**src/ple_pkg.sv**
```systemverilog
`default_nettype none

package ple_pkg;

  localparam int unsigned CNT_W  = 7;
  localparam int unsigned VAL_W  = 32;
  localparam int unsigned OP_W   = 3;
  localparam int unsigned ST_W   = 2;

  localparam logic [OP_W-1:0] OP_INS_POS   = 3'd0;
  localparam logic [OP_W-1:0] OP_DEL_POS   = 3'd1;
  localparam logic [OP_W-1:0] OP_INS_FIRST = 3'd2;
  localparam logic [OP_W-1:0] OP_INS_LAST  = 3'd3;
  localparam logic [OP_W-1:0] OP_DEL_FIRST = 3'd4;
  localparam logic [OP_W-1:0] OP_DEL_LAST  = 3'd5;
  localparam logic [OP_W-1:0] OP_DUMP      = 3'd6;

  localparam logic [ST_W-1:0] ST_OK     = 2'd0;
  localparam logic [ST_W-1:0] ST_BADPOS = 2'd1;
  localparam logic [ST_W-1:0] ST_FULL   = 2'd2;
  localparam logic [ST_W-1:0] ST_EMPTY  = 2'd3;

  typedef struct packed {
    logic             ins;
    logic             del;
    logic             rot;
    logic [CNT_W-1:0] idx;
    logic             load;
    logic [ST_W-1:0]  status;
    logic             elem_valid;
    logic             last;
  } dp_cmd_t;

  typedef struct packed {
    logic [CNT_W-1:0] count;
  } dp_sts_t;

endpackage

`default_nettype wire

```
**src/ple_ctrl.sv**
```systemverilog
`default_nettype none

module ple_ctrl import ple_pkg::*; #(
  parameter int unsigned CAPACITY = 64
) (
  input  wire logic            clk_i,
  input  wire logic            rst_ni,
  input  wire logic            in_valid_i,
  output logic                 in_ready_o,
  input  wire logic [OP_W-1:0] op_i,
  input  wire logic [CNT_W-1:0] position_i,
  output logic                 out_valid_o,
  input  wire logic            out_ready_i,
  input  wire dp_sts_t         sts_i,
  output dp_cmd_t              cmd_o
);

  localparam logic ST_IDLE = 1'b0;
  localparam logic ST_DUMP = 1'b1;
  localparam logic [CNT_W-1:0] CapCnt = CNT_W'(CAPACITY);

  logic             state_q, state_d;
  logic [CNT_W-1:0] k_q, k_d;
  logic             out_valid_q, out_valid_d;
  logic             out_free, accept, full, empty, dump_last;
  logic [CNT_W:0]   pos_w, cnt_w;

  always_comb begin
    out_free    = !out_valid_q || out_ready_i;
    in_ready_o  = (state_q == ST_IDLE) && out_free;
    accept      = in_valid_i && in_ready_o;
    full        = (sts_i.count == CapCnt);
    empty       = (sts_i.count == '0);
    pos_w       = {1'b0, position_i};
    cnt_w       = {1'b0, sts_i.count};
    dump_last   = (k_q == sts_i.count - CNT_W'(1));
    state_d     = state_q;
    k_d         = k_q;
    cmd_o       = '0;
    if (accept) begin
      cmd_o.load = 1'b1;
      cmd_o.last = 1'b1;
      cmd_o.status = ST_OK;
      unique case (op_i)
        OP_INS_POS: begin
          if (position_i == '0 || pos_w > cnt_w + (CNT_W+1)'(1)) begin
            cmd_o.status = ST_BADPOS;
          end else if (full) begin
            cmd_o.status = ST_FULL;
          end else begin
            cmd_o.ins = 1'b1;
            cmd_o.idx = position_i - CNT_W'(1);
          end
        end
        OP_DEL_POS: begin
          if (position_i == '0 || pos_w > cnt_w) begin
            cmd_o.status = ST_BADPOS;
          end else begin
            cmd_o.del = 1'b1;
            cmd_o.idx = position_i - CNT_W'(1);
          end
        end
        OP_INS_FIRST: begin
          if (full) begin
            cmd_o.status = ST_FULL;
          end else begin
            cmd_o.ins = 1'b1;
          end
        end
        OP_INS_LAST: begin
          if (full) begin
            cmd_o.status = ST_FULL;
          end else begin
            cmd_o.ins = 1'b1;
            cmd_o.idx = sts_i.count;
          end
        end
        OP_DEL_FIRST: begin
          if (empty) begin
            cmd_o.status = ST_EMPTY;
          end else begin
            cmd_o.del = 1'b1;
          end
        end
        OP_DEL_LAST: begin
          if (empty) begin
            cmd_o.status = ST_EMPTY;
          end else begin
            cmd_o.del = 1'b1;
            cmd_o.idx = sts_i.count - CNT_W'(1);
          end
        end
        OP_DUMP: begin
          if (!empty) begin
            cmd_o.load = 1'b0;
            state_d    = ST_DUMP;
            k_d        = '0;
          end
        end
        default: ;
      endcase
    end else if (state_q == ST_DUMP && out_free) begin
      // emit head, rotate list left by one within count
      cmd_o.load       = 1'b1;
      cmd_o.rot        = 1'b1;
      cmd_o.status     = ST_OK;
      cmd_o.elem_valid = 1'b1;
      cmd_o.last       = dump_last;
      k_d              = k_q + CNT_W'(1);
      if (dump_last) begin
        state_d = ST_IDLE;
      end
    end
    out_valid_d = cmd_o.load ? 1'b1 : (out_ready_i ? 1'b0 : out_valid_q);
  end

  always_ff @(posedge clk_i or negedge rst_ni) begin
    if (!rst_ni) begin
      state_q     <= ST_IDLE;
      k_q         <= '0;
      out_valid_q <= 1'b0;
    end else begin
      state_q     <= state_d;
      k_q         <= k_d;
      out_valid_q <= out_valid_d;
    end
  end

  assign out_valid_o = out_valid_q;

`ifndef SYNTHESIS
  a_no_overwrite: assert property (@(posedge clk_i) disable iff (!rst_ni)
    cmd_o.load |-> (!out_valid_q || out_ready_i))
    else $error("result register overwritten while pending");

  a_ins_not_full: assert property (@(posedge clk_i) disable iff (!rst_ni)
    cmd_o.ins |-> (sts_i.count != CapCnt))
    else $error("insert into full list");

  a_dump_nonempty: assert property (@(posedge clk_i) disable iff (!rst_ni)
    (state_q == ST_DUMP) |-> (sts_i.count != '0 && k_q < sts_i.count))
    else $error("dump index out of range");

  a_dump_ends: assert property (@(posedge clk_i) disable iff (!rst_ni)
    (cmd_o.rot && cmd_o.last) |=> (state_q == ST_IDLE))
    else $error("dump did not return to idle");
`endif

endmodule

`default_nettype wire

```
**config.mk**
```make
export PLATFORM = sky130hd
export DESIGN_NAME = ple_ctrl
export DESIGN_NICKNAME = d
export VERILOG_FILES = /design/src/ple_pkg.sv /design/src/ple_ctrl.sv
export SDC_FILE = /design/constraint.sdc
export NUM_CORES = 1
export LEC_CHECK = 0
export ABC_CLOCK_PERIOD_IN_PS = 3550
export BUFFER_PORTS_ARGS = -buffer_cell sky130_fd_sc_hd__buf_4
export CORE_UTILIZATION = 40
export DETAILED_ROUTE_END_ITERATION = 6
export PLACE_DENSITY = 0.7
export SLEW_MARGIN = 20
export SYNTH_ARGS = -nofsm -noshare
export SYNTH_HDL_FRONTEND = slang
export SYNTH_SLANG_ARGS = --single-unit
```
**constraint.sdc**
```tcl
create_clock -name clk_i -period 3.55 [get_ports clk_i]
set_input_delay 0.71 -clock clk_i [delete_from_list [all_inputs] [get_ports clk_i]]
set_output_delay 0.71 -clock clk_i [all_outputs]
set_load 0.005 [all_outputs]
```
==> summary.txt <==
Run status
  – Status: complete, but fails checks
  – Failing checks: negative setup slack

Power
  – PD cells: 306.4 mW/mm^2
  – Worst vdd ir: approximately 0.20 mV
  – Leak Pwr: 0.9727 nW
  – Total Power: about 0.66 mW

Global route
  – Antenna violations before repair: 0
  – First-pass GRT wire length: ~7400 um
  – Largest net degree at the start of global routing: 11
  – Number of global-route vias before repair: 1588
  – GR Util All Layers: 0.2249
  – Gr ovfl total: 0

Synth
  – Synth Flop Type: dfrtp_1
  – Register bit count reported by yosys: 9
  – Post-Synthesis Cells: approximately 200
  – Mapped cell area: between 0.0015 and 0.002 mm^2
  – Sequential fraction of the synthesis area: 0.1411
  – Async set-reset flop share out of synthesis: 1.000
  – Yosys warning count: 0
  – Avg Cell Area, Syn: between 7 and 8 um^2
  – Distinct cells, synth: between 40 and 50
  – EDFF count, synth: 0
  – Net Count, Synth: 243

Clock network
  – TritonCTS Buffers: 3
  – Root buffer cell: clkbuf_8
  – Htree depth: 1
  – CTS tree: done
  – Clock sink count: 9
  – Max clock buf depth: 2
  – Worst-skew pair later-pin latency: about 0.24 ns
  – Clock-pin slew on the worst setup and hold paths: roughly 0.050 ns

Die
  – Initial core utilization: 0.4265
  – I/O pins: 38
  – DIE WIDTH: 65.18 um
  – Num rows: 22
  – Core ar.: 0.003744 mm^2
  – Die ar.: between 0.004 and 0.005 mm^2
  – Chip height: between 60 and 70 um

STA
  – Actual slew at the worst max-slew pin: 0.3907 ns
  – Period utilisation layout: 1.026
  – Final setup vio count: 9
  – Final Skew: roughly 0.0064 ns
  – Setup ws final: -0.09180 ns
  – Slew Limit Fails: 0
  – Final min period: 3.642 ns
  – Fin Hold WS: 0.2804 ns
  – Max Clk Rate: about 0.27 GHz
  – Rel. slew slack: 0.7375
  – Hold Vio Cnt, Final: 0
  – RSZ-0062 raised after global routing: true

Placement
  – # port buffers: 37
  – GPL Wtd Cong: 0.9146
  – Setup Slack @ Placement: -0.1792 ns
  – Post-DP HPWL: approximately 3500 um

Worst hold path
  – Worst Hold Class: in2async

Setup path
  – Critical path arrival: a little under 3 ns
  – Worst flop-to-flop path startpoint: out_valid_o
  – CP peak stage delay: 0.29 ns
  – Worst path cell trace: buf_8, ha_4, and3_4, xnor2_2, ha_1, nand4_1, buf_4, buf_4, o221ai_2, a211o_1, a21bo_4, o22ai_2, buf_4
  – Crit Path Class: in2out
  – Startpoint types: input pin
  – Worst EP required: about 2.8 ns
  – Cell family with most CP delay: compound AO/OA/AOI/OAI gates
  – CP max FO: 7
  – Reg2reg end: k_q[1]
  – Most frequent CP cell: buf_4
  – Critical path buffers and inverters: 4
  – FF-to-FF path depth: 6
  – R2r setup slk: roughly 1.9 ns
  – Endpoint type of the worst setup path: primary output
  – CP max-delay cell: ha_1

Drt
  – DRC viols: 0
  – Routed wire per std cell: between 15 and 20 um
  – Wirelength, routed: around 4600 um
  – DRT iter0 DRCs: 81
  – DR vias/cell: approximately 5.5
  – Pre-antenna DRT Iters: 4
  – Vias: between 1500 and 2000
  – Final ANT Viol Nets: 0

Finish
  – Most common cell after layout, fill and taps aside: buf_4
  – Area Overhead vs Synth: 35.42%
  – Nets: a little under 300
  – Most frequent cells in the layout: 52 x buf_4, 17 x ha_1, 15 x inv_1, 15 x xnor2_1, 14 x nor2_1
  – Layout cell share with drive strength beyond 1: 0.3520
  – Antenna diode count: 0

Flow run
  – Max Cap Violations: 0
==> worst register-to-register path: cells and delay by family (launching register included) <==
kind	cells	cell delay, ns
flip-flops	1	0.37
AND/OR/NAND/NOR	4	0.86
buffers and inverters	1	0.20
AO/OA/AOI/OAI	1	0.12
==> worst max-delay path by stage <==
| stage | start | to | slack (ns) | cells after the start |
|---|---|---|---|---|
| 6_report | sts_i[0] | cmd_o[10] | -0.09 | 13 |
| 5_1_grt | sts_i[0] | cmd_o[14] | -0.19 | 14 |
| 4_1_cts | sts_i[1] | cmd_o[3] | -0.05 | 13 |
| 3_5_place_dp | sts_i[0] | cmd_o[10] | -0.18 | 12 |
| 3_3_place_gp | sts_i[0] | cmd_o[10] | -0.11 | 12 |
| 2_1_floorplan | sts_i[0] | cmd_o[10] | 0.22 | 10 |
==> registers in the layout, summed over array words and instances (netlist names) <==
| register | count |
|---|---|
| k_q | 7 |
| out_valid_o | 1 |
| state_q | 1 |
==> layer usage <==
layer	part of all wire	GRT usage	wire length (um)
met1	0.46	0.3198	2130
met2	0.46	0.3505	2133
met3	0.063	0.03646	289
met4	0.013	0.05707	59
met5	0	0	0
==> area by class of cell <==
cell class	count	area [um^2]
tap	48	60.06
inverter	15	56.30
fill	363	1582
timing repair buffer	55	431.7
clock buffer	4	45.04
multi-input combinational	167	1344
sequential	9	225.2
==> power by group <==
part           internal [mW]  leakage, nW  total (mW)  switching, mW
Clock                 0.0785       0.0228       0.122         0.0434
Combinational          0.176        0.838       0.356          0.180
Sequential             0.137        0.112       0.184         0.0475
==> synth_stat cells (5+ instances only) <==
master,count,area share
dfrtp_1,9,0.14
xnor2_1,16,0.088
o22ai_1,6,0.024
ha_1,19,0.15
inv_1,15,0.035
nand2_1,13,0.031
nand4_1,7,0.027
a21oi_1,8,0.025
o21ai_0,7,0.022
xor2_1,10,0.055
and3_1,5,0.020
nor3_1,8,0.025
nand3_1,8,0.025
nor2_1,15,0.035
==> cells by family (layout without fill, tap and decap cells) <==
family / count (synthesis) / after routing / synth area share
adder cells (fa/ha/maj): 19 / 19 / 0.1489
buffers and inverters: 27 / 74 / 0.1003
flip-flops: 9 / 9 / 0.1411
AO/OA/AOI/OAI: 44 / 44 / 0.1928
XOR/XNOR: 26 / 26 / 0.1426
AND/OR/NAND/NOR: 78 / 78 / 0.2743
==> per-stage QoR <==
| step | cells | util | setup TNS, ns | area (um^2) |
|---|---|---|---|---|
| 2_1_floorplan | 203 | - | 0 | 1597 |
| 3_3_place_gp | 292 | 0.5211 | -0.7119 | 1951 |
| 3_5_place_dp | 292 | 0.5211 | -1.237 | 1951 |
| 4_1_cts | 298 | 0.5618 | -0.04712 | 2103 |
| 5_1_grt | 298 | 0.5775 | -1.487 | 2162 |
| 6_report | 298 | 0.5775 | -0.6141 | 2162 |
==> what timing repair did <==
| action | in CTS | in global routing |
|---|---|---|
| pin swaps | 13 | 12 |
| setup buffers | 2 | 1 |
| resized for setup | 17 | 9 |
| setup endpoints to repair | 10 | 10 |
| hold buffers | 0 | 0 |
Power figures use the tool's default switching activity.
